**src/tcwt_pkg.sv**
```systemverilog
package tcwt_pkg;

  localparam int unsigned ConnEntries = 256;
  localparam int unsigned IdxW = (ConnEntries > 1) ? $clog2(ConnEntries) : 1;

  localparam logic [8:0] FlFin = 9'h001;
  localparam logic [8:0] FlSyn = 9'h002;
  localparam logic [8:0] FlRst = 9'h004;
  localparam logic [8:0] FlPsh = 9'h008;
  localparam logic [8:0] FlAck = 9'h010;
  localparam logic [8:0] FlUrg = 9'h020;

  localparam logic [3:0] MaxShift   = 4'd14;
  localparam logic [7:0] MarkKnown  = 8'h80;
  localparam logic [7:0] MarkUnknown = 8'h40;
  localparam logic [31:0] AckSlack  = 32'd67035;

  localparam logic [3:0] StClosed    = 4'd0;
  localparam logic [3:0] StSynSent   = 4'd2;
  localparam logic [3:0] StEstab     = 4'd4;
  localparam logic [3:0] StClosing   = 4'd7;
  localparam logic [3:0] StFinWait2  = 4'd9;
  localparam logic [3:0] StTimeWait  = 4'd10;

  localparam logic [2:0] VInvalid  = 3'd0;
  localparam logic [2:0] VNew      = 3'd1;
  localparam logic [2:0] VValidNew = 3'd2;
  localparam logic [2:0] VValid    = 3'd3;
  localparam logic [2:0] VCreated  = 3'd4;
  localparam logic [2:0] VRefused  = 3'd5;

  localparam logic [0:0] RegTps = 1'b0;
  localparam logic [0:0] RegNet = 1'b1;

  typedef struct packed {
    logic [3:0]  st;
    logic [31:0] lo;
    logic [31:0] hi;
    logic [15:0] mw;
    logic [7:0]  mk;
  } peer_t;

  typedef struct packed {
    logic            op;
    logic [IdxW-1:0] idx;
    logic            rep;
    logic [8:0]      fl;
    logic [31:0]     seq;
    logic [31:0]     ack;
    logic [15:0]     win;
    logic [15:0]     len;
    logic            opt_p;
    logic [7:0]      opt_sh;
    logic [63:0]     now;
  } item_t;

  typedef struct packed {
    logic [2:0]  verdict;
    logic        ev;
    logic [63:0] exp;
    logic [3:0]  st0;
    logic [3:0]  st1;
  } res_t;

  // seconds classes for the timeout multiplier
  typedef enum logic [2:0] {
    TmoNone, Tmo30, Tmo45, Tmo900, Tmo86400, TmoNew
  } tmo_e;

  typedef enum logic [1:0] {
    CtlIdle, CtlRead, CtlCalc, CtlOut
  } ctl_e;

  typedef struct packed {
    logic load;
    logic calc;
    logic fin;
  } cmd_t;

  function automatic logic seq_geq(logic [31:0] a, logic [31:0] b);
    logic [31:0] t;
    t = a - b;
    return ~t[31];
  endfunction

  function automatic logic bad_flags(logic [8:0] f);
    logic b;
    b = 1'b0;
    if ((f & FlSyn) != 0) begin
      if ((f & (FlRst | FlFin)) != 0) b = 1'b1;
    end else if ((f & (FlAck | FlRst)) == 0) begin
      b = 1'b1;
    end
    if ((f & FlAck) == 0 && (f & (FlFin | FlPsh | FlUrg)) != 0) b = 1'b1;
    return b;
  endfunction

  function automatic logic [31:0] one_min(logic [31:0] v);
    return (v == 0) ? 32'd1 : v;
  endfunction

endpackage

```
**src/tcwt_ctrl.sv**
```systemverilog
module tcwt_ctrl (
  input  logic               clk_i,
  input  logic               rst_ni,
  input  logic               in_valid_i,
  output logic               in_ready_o,
  input  logic               out_free_i,
  output tcwt_pkg::cmd_t     cmd_o
);
  import tcwt_pkg::*;

  ctl_e state_q, state_d;

  always_ff @(posedge clk_i or negedge rst_ni) begin
    if (!rst_ni) state_q <= CtlIdle;
    else state_q <= state_d;
  end

  always_comb begin
    state_d = state_q;
    case (state_q)
      CtlIdle: if (in_valid_i) state_d = CtlRead;
      CtlRead: state_d = CtlCalc;
      CtlCalc: state_d = CtlOut;
      CtlOut:  if (out_free_i) state_d = CtlIdle;
      default: state_d = CtlIdle;
    endcase
  end

  always_comb begin
    in_ready_o = 1'b0;
    cmd_o = '0;
    case (state_q)
      CtlIdle: begin
        in_ready_o = 1'b1;
        cmd_o.load = in_valid_i;
      end
      CtlCalc: cmd_o.calc = 1'b1;
      CtlOut:  cmd_o.fin = out_free_i;
      default: ;
    endcase
  end

`ifndef SYNTHESIS
  a_load_idle: assert property (@(posedge clk_i) disable iff (!rst_ni)
    cmd_o.load |=> state_q == CtlRead) else $error("load not followed by read");
  a_calc_seq: assert property (@(posedge clk_i) disable iff (!rst_ni)
    cmd_o.calc |=> state_q == CtlOut) else $error("calc not followed by out");
  a_excl: assert property (@(posedge clk_i) disable iff (!rst_ni)
    !(cmd_o.calc && in_ready_o)) else $error("ready during calc");
`endif
endmodule

```
**config.mk**
```make
export PLATFORM = sky130hd
export DESIGN_NAME = tcwt_ctrl
export DESIGN_NICKNAME = d
export VERILOG_FILES = /design/src/tcwt_pkg.sv /design/src/tcwt_ctrl.sv
export SDC_FILE = /design/constraint.sdc
export NUM_CORES = 1
export LEC_CHECK = 0
export BUFFER_PORTS_ARGS = -buffer_cell sky130_fd_sc_hd__clkbuf_2
export CAP_MARGIN = 20
export CELL_PAD_IN_SITES_DETAIL_PLACEMENT = 0
export CELL_PAD_IN_SITES_GLOBAL_PLACEMENT = 2
export CORE_AREA = 4 4 41 43
export DETAILED_ROUTE_END_ITERATION = 8
export DIE_AREA = 0 0 45 47
export MAX_ROUTING_LAYER = met4
export PLACE_DENSITY_LB_ADDON = 0.2
export SYNTH_ARGS = -nofsm -noshare
export SYNTH_HDL_FRONTEND = slang
export SYNTH_SLANG_ARGS = --single-unit
```
**constraint.sdc**
```tcl
create_clock -name clk_i -period 2 [get_ports clk_i]
set_clock_uncertainty 0.2 [all_clocks]
set_input_delay 0.4 -clock clk_i [delete_from_list [all_inputs] [get_ports clk_i]]
set_output_delay 0.4 -clock clk_i [all_outputs]
set_load 0.005 [all_outputs]
```
==> results by group, run 1 <==
Worst setup path
  • Top delay family on crit path: flip-flops
  • Critical path cell sequence: inv_1, ha_1, and2_1, clkbuf_2
  • Worst path max stage delay: 0.39 ns
  • Slowest cell on crit path: dfrtp_1
  • WP data required: 1.40 ns
  • CP endpoint kind: output port
  • Critical path class: flip-flop to output port
  • Startpoint types: flip-flop
  • CP bufs+invs: 2
  • Worst path arrival time: 1.16 ns
  • Crit path max fanout: 4

STA
  • # setup viols final: 0
  • Sum Neg Setup Slack: 0 ns
  • Fmax: 569 MHz
  • RSZ-0062 raised after global routing: no
  • Crit path time final: 1.76 ns
  • Max-slew violation count: 0
  • Hold Violations, Final: 0
  • Period utilization: 87.9%
  • Slew HR: 90.0%
  • Worst-Margin Slew: 0.149 ns

GRT
  • Largest net degree at the start of global routing: 5
  • Global-route wire length before repair: 579 um
  • Vias in the first global route: 146
  • Initial antenna violation count: 0
  • GRT Overall Usage: 3.99%
  • GRT overflow: 0

Finish
  • Biggest register: state_q
  • Max reg flops: 2
  • Fraction of layout cells with a size suffix above 1: 60.0%
  • Most frequent cells in the layout: clkbuf_2, inv_1, ha_1, clkbuf_4, dfrtp_1
  • Nets: 34
  • Non-Filler Cell Area, Final: 248 um^2
  • Layout area overhead: 53.5%
  • Diode count: 0
  • Non-filler instance count after layout: 40
  • Finished Core Util: 19.0%
  • Commonest non-fill, non-tap cell in the layout: clkbuf_2
  • Largest regs: state_q: 2 flops

Placed design
  • Routability cong.: 0.678
  • DP Wirelength: 275 um
  • Cell Area, Placed: 215 um^2
  • Cells after DPL: 36
  • # port buffers: 7

Synth
  • Synth Area per Inst: 11.5 um^2
  • Net Count, Synth: 21
  • Yosys cell types: 9
  • Syn Inst Count: 14
  • Synth Warn #: 0
  • Post-synthesis sequential area ratio: 31.0%
  • Synthesized cell area: 161 um^2
  • Yosys reg bits: 2

Power
  • Sequential share of power: 22.9%
  • Clk pwr share: 23.8%
  • P_sw: 0.000118 W
  • Combinational power share: 53.3%
  • Pwr dens: 1490 nW/um^2
  • Power, Total: 0.000369 W
  • Sw frac: 32.1%
  • Pint: 0.000250 W
  • Leak: 0.135 nW
  • VDD IR-drop max: 309 uV

Detailed routing
  • Vias/cell: 3.33
  • Final ANT Viol Nets: 0
  • Detailed-route wire length per cell: 7.98 um
  • Vias: 133
  • Routed WL: 319 um
  • Drt pass-1 iters: 2
  • DRC: 0
  • Initial drt markers: 2

Job
  • Max Cap Viol: 0

CTS
  • Max clock buf depth: 2
  • Hold buffers post-CTS: 1
  • Worst-Skew Late Latency: 0.22 ns
  • Post-CTS setup buffers: 0
  • CTS tree: yes
  • Clk slew on worst S/H paths: 0.03 ns
  • CTS H-tree depth: 1
  • CTS Buf Count: 3
  • Clock root cell: clkbuf_4
  • # clock sinks: 2
  • Resize count post-CTS: 0

Floorplan
  • Die height: 47 um
  • Core box area: 1300 um^2
  • Initial Utilization: 12.4%
  • I/O pin cnt: 8
  • Die span in x: 45 um
  • Die ar.: 2120 um^2
  • Site row count: 13

Status
  • Outcome: complete, no violations

Worst hold path
  • Worst min path class: input port to asynchronous set/reset pin
-- final timing paths --
check	slack, ns	cells past startpoint	startpoint	endpoint
worst max-delay path	0.24	4	state_q[0]$_DFFE_PN0P_	cmd_o[2]
worst min-delay path	0.30	2	rst_ni	state_q[1]$_DFFE_PN0P_
worst max register to register	0.51	4	state_q[1]$_DFFE_PN0P_	state_q[1]$_DFFE_PN0P_
worst min register to register	0.34	1	state_q[0]$_DFFE_PN0P_	state_q[0]$_DFFE_PN0P_
max in group asynchronous	1.20	2	rst_ni	state_q[0]$_DFFE_PN0P_
min in group clk_i	0.34	1	state_q[0]$_DFFE_PN0P_	state_q[0]$_DFFE_PN0P_
-- cell usage after synthesis --
| cell | instances | share of area [%] |
|---|---|---|
| dfrtp_1 | 2 | 31 |
| inv_1 | 3 | 7.0 |
| nor2b_4 | 1 | 8.5 |
| mux2_4 | 1 | 9.3 |
| o32a_2 | 1 | 7.0 |
| and2_2 | 1 | 4.7 |
| a21oi_2 | 1 | 5.4 |
| ha_1 | 3 | 23 |
| and2_1 | 1 | 3.9 |
-- routing by layer --
metal  up-vias  GRT usage, %  wire (um)
li1         68             -          -
met1        62          3.85        130
met2         3          6.21        169
met3         0          1.53         19
met4         0          3.51          0
met5         -             -          0
-- stage by stage --
stage	setup slack (ns)	hold WS [ns]
detailed placement	0.456	-0.0121
finish	0.241	0.296
floorplan	0.555	-0.0956
global route	0.160	0.308
CTS	0.223	0.296
global placement	0.462	-0.0151
-- logic make-up after synthesis --
group / after synthesis / share of synthesized area, %
buffers and inverters: 3 / 6.98
adder cells (fa/ha/maj): 3 / 23.3
AND/OR/NAND/NOR: 3 / 17.1
AO/OA/AOI/OAI: 2 / 12.4
flip-flops: 2 / 31.0
multiplexers: 1 / 9.30
-- layout make-up --
type                    instances  area [um^2]
fillers                       153         1050
multi-input cells               9          100
flip-flops and latches          2         50.0
repair buffers                  8         45.0
clock buffers                   3         22.5
well taps                      15         18.8
inverters                       3         11.3
-- power groups by stage --
| stage | registers [W] | logic, W | clock network, W |
|---|---|---|---|
| 6_report | 0.0000845 | 0.000196 | 0.0000879 |
| 4_1_cts | 0.0000856 | 0.000202 | 0.0000929 |
| 5_1_grt | 0.0000889 | 0.000226 | 0.0000964 |
| 2_1_floorplan | 0.0000795 | 0.000146 | 0 |
| 3_3_place_gp | 0.0000866 | 0.000201 | 0 |
| 3_5_place_dp | 0.0000860 | 0.000199 | 0 |
No activity file was read; power rests on OpenSTA's default activity.
==> run 2, diff against run 1 <==
Settings changed: ABC_CLOCK_PERIOD_IN_PS set to 2000, CELL_PAD_IN_SITES_DETAIL_PLACEMENT 0 to 2.
==> results by group, run 2 (synthesis results as in run 1) <==
Detailed routing
  • Vias: 142 (+6.8%)
  • Drt pass-1 iters: 1 (-1)
  • Final ANT Viol Nets: 0 (unchanged)
  • Routed WL: 373 um (+17%)
  • Detailed-route wire length per cell: 9.33 um (+17%)
  • DRC: 0 (unchanged)
  • Initial drt markers: 0 (-2)
  • Vias/cell: 3.55 (+6.8%)
  • M1 wire length: 124 um (-4.6%)
  • Metal3 WL: 18 um (-5.3%)
  • Metal2 WL: 230 um (+36%)
  • Top layer in use: met3

Worst setup path
  • Worst flop-to-flop path endpoint: state_q[1]$_DFFE_PN0P_
  • Setup crit end: cmd_o[2]
  • CP endpoint kind: output port
  • Critical R2R Launch: state_q[1]$_DFFE_PN0P_
  • Reg2Reg Setup Slack: 0.48 ns (-0.03 ns)
  • Critical path origin: state_q[0]$_DFFE_PN0P_
  • Crit path max fanout: 4 (unchanged)
  • Worst path arrival time: 1.16 ns (about the same)
  • R2r worst-path depth: 4 (unchanged)
  • Critical path class: flip-flop to output port
  • WP data required: 1.40 ns (about the same)
  • Startpoint types: flip-flop

GRT
  • Vias in the first global route: 153 (+4.8%)
  • GRT overflow: 0 (unchanged)
  • Initial antenna violation count: 0 (unchanged)
  • GRT Overall Usage: 4.73% (+0.73 points)
  • Largest net degree at the start of global routing: 5 (unchanged)
  • Global-route wire length before repair: 669 um (+16%)

STA
  • RSZ-0062 raised after global routing: no
  • Worst-Margin Slew: 0.165 ns (+0.0155 ns)
  • Hold Violations, Final: 0 (unchanged)
  • Sum Neg Setup Slack: 0 ns (unchanged)
  • Fmax: 567 MHz (-0.34%)
  • # setup viols final: 0 (unchanged)
  • Slew HR: 89.0% (-1.0 points)
  • Max-slew violation count: 0 (unchanged)
  • Crit path time final: 1.76 ns (+0.00597 ns)
  • Period utilization: 88.2% (+0.30 points)

Job
  • Max Cap Viol: 0 (unchanged)

Finish
  • Diode count: 0 (unchanged)
  • Largest regs: state_q: 2 flops
  • Most frequent cells in the layout: clkbuf_2, inv_1, ha_1, clkbuf_4, dfrtp_1
  • Commonest non-fill, non-tap cell in the layout: clkbuf_2
  • Fraction of layout cells with a size suffix above 1: 60.0% (unchanged)
  • Max reg flops: 2 (unchanged)
  • Layout area overhead: 53.5% (unchanged)
  • Biggest register: state_q
  • Nets: 34 (unchanged)

CTS
  • CTS Buf Count: 3 (unchanged)
  • # clock sinks: 2 (unchanged)
  • Max clock buf depth: 2 (unchanged)
  • Hold buffers post-CTS: 1 (unchanged)
  • CTS H-tree depth: 1 (unchanged)
  • Worst-Skew Late Latency: 0.22 ns (about the same)
  • Clock root cell: clkbuf_4
  • Resize count post-CTS: 0 (unchanged)
  • CTS tree: yes
  • Clk slew on worst S/H paths: 0.03 ns (about the same)
  • Post-CTS setup buffers: 0 (unchanged)

Power
  • Power, Total: 0.000371 W (+0.68%)
  • Pwr dens: 1500 nW/um^2 (+0.68%)
  • VDD IR-drop max: 317 uV (+2.4%)
  • Leak: 0.135 nW (unchanged)

Floorplan
  • Die span in x: 45 um (unchanged)
  • Core box area: 1300 um^2 (unchanged)
  • Die ar.: 2120 um^2 (unchanged)
  • Site row count: 13 (unchanged)
  • I/O pin cnt: 8 (unchanged)
  • Die height: 47 um (unchanged)
  • Initial Utilization: 12.4% (unchanged)

Status
  • Outcome: complete, no violations

Placed design
  • # port buffers: 7 (unchanged)
  • Routability cong.: 0.678 (unchanged)
  • DP Wirelength: 330 um (+20%)

Worst hold path
  • Worst min path class: input port to asynchronous set/reset pin
run 2: how the worst min path moves through the flow:
stage | to | depth (start not counted)
after floorplan | state_q[0]$_DFFE_PN0P_ | 0
after global routing | state_q[0]$_DFFE_PN0P_ | 2
after detailed placement | state_q[0]$_DFFE_PN0P_ | 1
after global placement | state_q[1]$_DFFE_PN0P_ | 1
after CTS | state_q[1]$_DFFE_PN0P_ | 2
final | state_q[1]$_DFFE_PN0P_ | 2
run 2: report_power, final:
| part | internal (W) | switching (W) |
|---|---|---|
| combinational | 0.000120 | 0.0000794 |
| clock | 0.0000660 | 0.0000207 |
| sequential | 0.0000641 | 0.0000213 |
run 2: final cells by class:
| class | count | area, um^2 |
|---|---|---|
| multi-input combinational | 9 | 100 |
| timing repair buffer | 8 | 45.0 |
| inverter | 3 | 11.3 |
| tap | 15 | 18.8 |
| sequential | 2 | 50.0 |
| fill | 160 | 1050 |
| clock buffer | 3 | 22.5 |
run 2: worst max-delay path: stages, from the launching register on:
cell      delay (ns)
dfrtp_1         0.39
inv_1           0.09
ha_1            0.22
and2_1          0.14
clkbuf_2        0.10
run 2: metrics by stage:
stage | std cells | cell area (um^2) | hold WS (ns) | setup WS (ns) | utilization, %
6_report | 40 | 248 | 0.298 | 0.235 | 19.0
3_3_place_gp | 36 | 215 | -0.0151 | 0.462 | 16.5
4_1_cts | 40 | 248 | 0.297 | 0.203 | 19.0
5_1_grt | 40 | 248 | 0.306 | 0.110 | 19.0
3_5_place_dp | 36 | 215 | -0.0141 | 0.439 | 16.5
2_1_floorplan | 14 | 161 | -0.0956 | 0.555 | -
run 2: metal layers:
metal  global-route usage, %  vias up
met5                       -        -
met4                    3.51        0
met3                       0        0
met2                    7.91        3
met1                    5.44       71
li1                        -       68
==> run 3, diff against run 2 <==
Settings changed: CTS_BUF_LIST set to sky130_fd_sc_hd__clkbuf_8, GPL_ROUTABILITY_DRIVEN set to 0.
==> results by group, run 3 (synthesis results as in run 1) <==
Status
  • Outcome: complete, no violations

Floorplan
  • Initial Utilization: 12.4% (unchanged)
  • Core box area: 1300 um^2 (unchanged)
  • Die ar.: 2120 um^2 (unchanged)
  • Die span in x: 45 um (unchanged)
  • Die height: 47 um (unchanged)
  • Site row count: 13 (unchanged)
  • I/O pin cnt: 8 (unchanged)

Worst hold path
  • Worst min path class: input port to asynchronous set/reset pin

Job
  • Max Cap Viol: 0 (unchanged)

CTS
  • Resize count post-CTS: 0 (unchanged)
  • Worst-Skew Late Latency: 0.21 ns (about the same)
  • Hold buffers post-CTS: 1 (unchanged)
  • CTS Buf Count: 3 (unchanged)
  • Clock root cell: clkbuf_8
  • CTS H-tree depth: 1 (unchanged)
  • Post-CTS setup buffers: 0 (unchanged)
  • Clk slew on worst S/H paths: 0.03 ns (about the same)
  • # clock sinks: 2 (unchanged)
  • CTS tree: yes
  • Max clock buf depth: 2 (unchanged)

Detailed routing
  • Vias/cell: 3.60 (+1.4%)
  • DRC: 0 (unchanged)
  • Vias: 144 (+1.4%)
  • Drt pass-1 iters: 2 (+1)
  • Routed WL: 422 um (+13%)
  • Detailed-route wire length per cell: 10.6 um (+13%)
  • Final ANT Viol Nets: 0 (unchanged)
  • Initial drt markers: 1 (+1)

STA
  • Sum Neg Setup Slack: 0 ns (unchanged)
  • Period utilization: 87.8% (-0.43 points)
  • Crit path time final: 1.76 ns (-0.00865 ns)
  • Worst hold slack: 0.320 ns (+0.0222 ns)
  • Hold Violations, Final: 0 (unchanged)
  • # setup viols final: 0 (unchanged)
  • Slew HR: 88.3% (-0.67 points)
  • Worst-Margin Slew: 0.175 ns (+0.0101 ns)
  • Fmax: 569 MHz (+0.49%)
  • Max-slew violation count: 0 (unchanged)
  • RSZ-0062 raised after global routing: no

Worst setup path
  • Critical R2R Launch: state_q[1]$_DFFE_PN0P_
  • Critical path class: flip-flop to output port
  • Reg2Reg Setup Slack: 0.46 ns (-0.02 ns)
  • Worst path arrival time: 1.16 ns (about the same)
  • CP endpoint kind: output port
  • Worst flop-to-flop path endpoint: state_q[1]$_DFFE_PN0P_
  • Crit path max fanout: 4 (unchanged)
  • Startpoint types: flip-flop
  • WP data required: 1.40 ns (about the same)
  • R2r worst-path depth: 4 (unchanged)

Finish
  • Max reg flops: 2 (unchanged)
  • Fraction of layout cells with a size suffix above 1: 60.0% (unchanged)
  • Nets: 34 (unchanged)
  • Most frequent cells in the layout: clkbuf_2, inv_1, ha_1, clkbuf_8, dfrtp_1
  • Largest regs: state_q: 2 flops
  • Diode count: 0 (unchanged)
  • Commonest non-fill, non-tap cell in the layout: clkbuf_2
  • Biggest register: state_q
  • Layout area overhead: 65.1%

Power
  • Leak: 0.143 nW (+5.7%)
  • VDD IR-drop max: 344 uV (+8.6%)
  • Pwr dens: 1660 nW/um^2 (+11%)

GRT
  • Largest net degree at the start of global routing: 5 (unchanged)
  • Met2 global-route usage: 8.76% (+0.85 points)
  • Vias in the first global route: 181 (+18%)
  • Busiest grt layer: met2
  • Routing usage on met1: 5.44% (unchanged)
  • GRT overflow: 0 (unchanged)
  • Initial antenna violation count: 0 (unchanged)
  • Met3 global-route usage: 3.45% (+3.4 points)
  • GRT Overall Usage: 6.19% (+1.5 points)
  • Global-route wire length before repair: 779 um (+16%)

Placed design
  • # port buffers: 7 (unchanged)
  • DP Wirelength: 330 um (unchanged)
==> run 3: layer usage <==
metal,share of wire (%),vias to the layer above
met5,0,-
met4,0,0
met3,4.3,0
met2,61,3
met1,34,73
li1,-,68
==> run 3: through the flow <==
step	area, um^2	util, %	total power (W)	cells	worst slack, ns
after CTS	267	20.5	0.000458	40	0.216
after global routing	267	20.5	0.000493	40	0.125
after detailed placement	215	16.5	0.000295	36	0.439
after floorplan	161	-	0.000226	14	0.555
after global placement	215	16.5	0.000287	36	0.462
final	267	20.5	0.000443	40	0.244
==> run 3: worst max-delay path by stage <==
stage	from	to	slack, ns
2_1_floorplan	state_q[1]$_DFFE_PN0P_	state_q[1]$_DFFE_PN0P_	0.55
4_1_cts	state_q[0]$_DFFE_PN0P_	cmd_o[2]	0.22
6_report	state_q[0]$_DFFE_PN0P_	cmd_o[2]	0.24
5_1_grt	state_q[1]$_DFFE_PN0P_	cmd_o[2]	0.13
3_5_place_dp	state_q[0]$_DFFE_PN0P_	cmd_o[2]	0.44
3_3_place_gp	state_q[0]$_DFFE_PN0P_	cmd_o[2]	0.46
==> run 3: area by class of cell <==
class,count,area (um^2)
flip-flops and latches,2,50.0
well taps,15,18.8
multi-input cells,9,100
inverters,3,11.3
repair buffers,8,45.0
clock buffers,3,41.3
fillers,157,1030
==> run 3: worst max-delay path, stage by stage, from the launching register on <==
cell	delay [ns]
dfrtp_1	0.39
inv_1	0.09
ha_1	0.22
and2_1	0.14
clkbuf_2	0.10
==> run 3: report_power, final <==
group / switching [W] / internal (W)
clock network: 0.0000276 / 0.000127
logic: 0.0000815 / 0.000120
registers: 0.0000227 / 0.0000641
total: 0.000132 / 0.000311
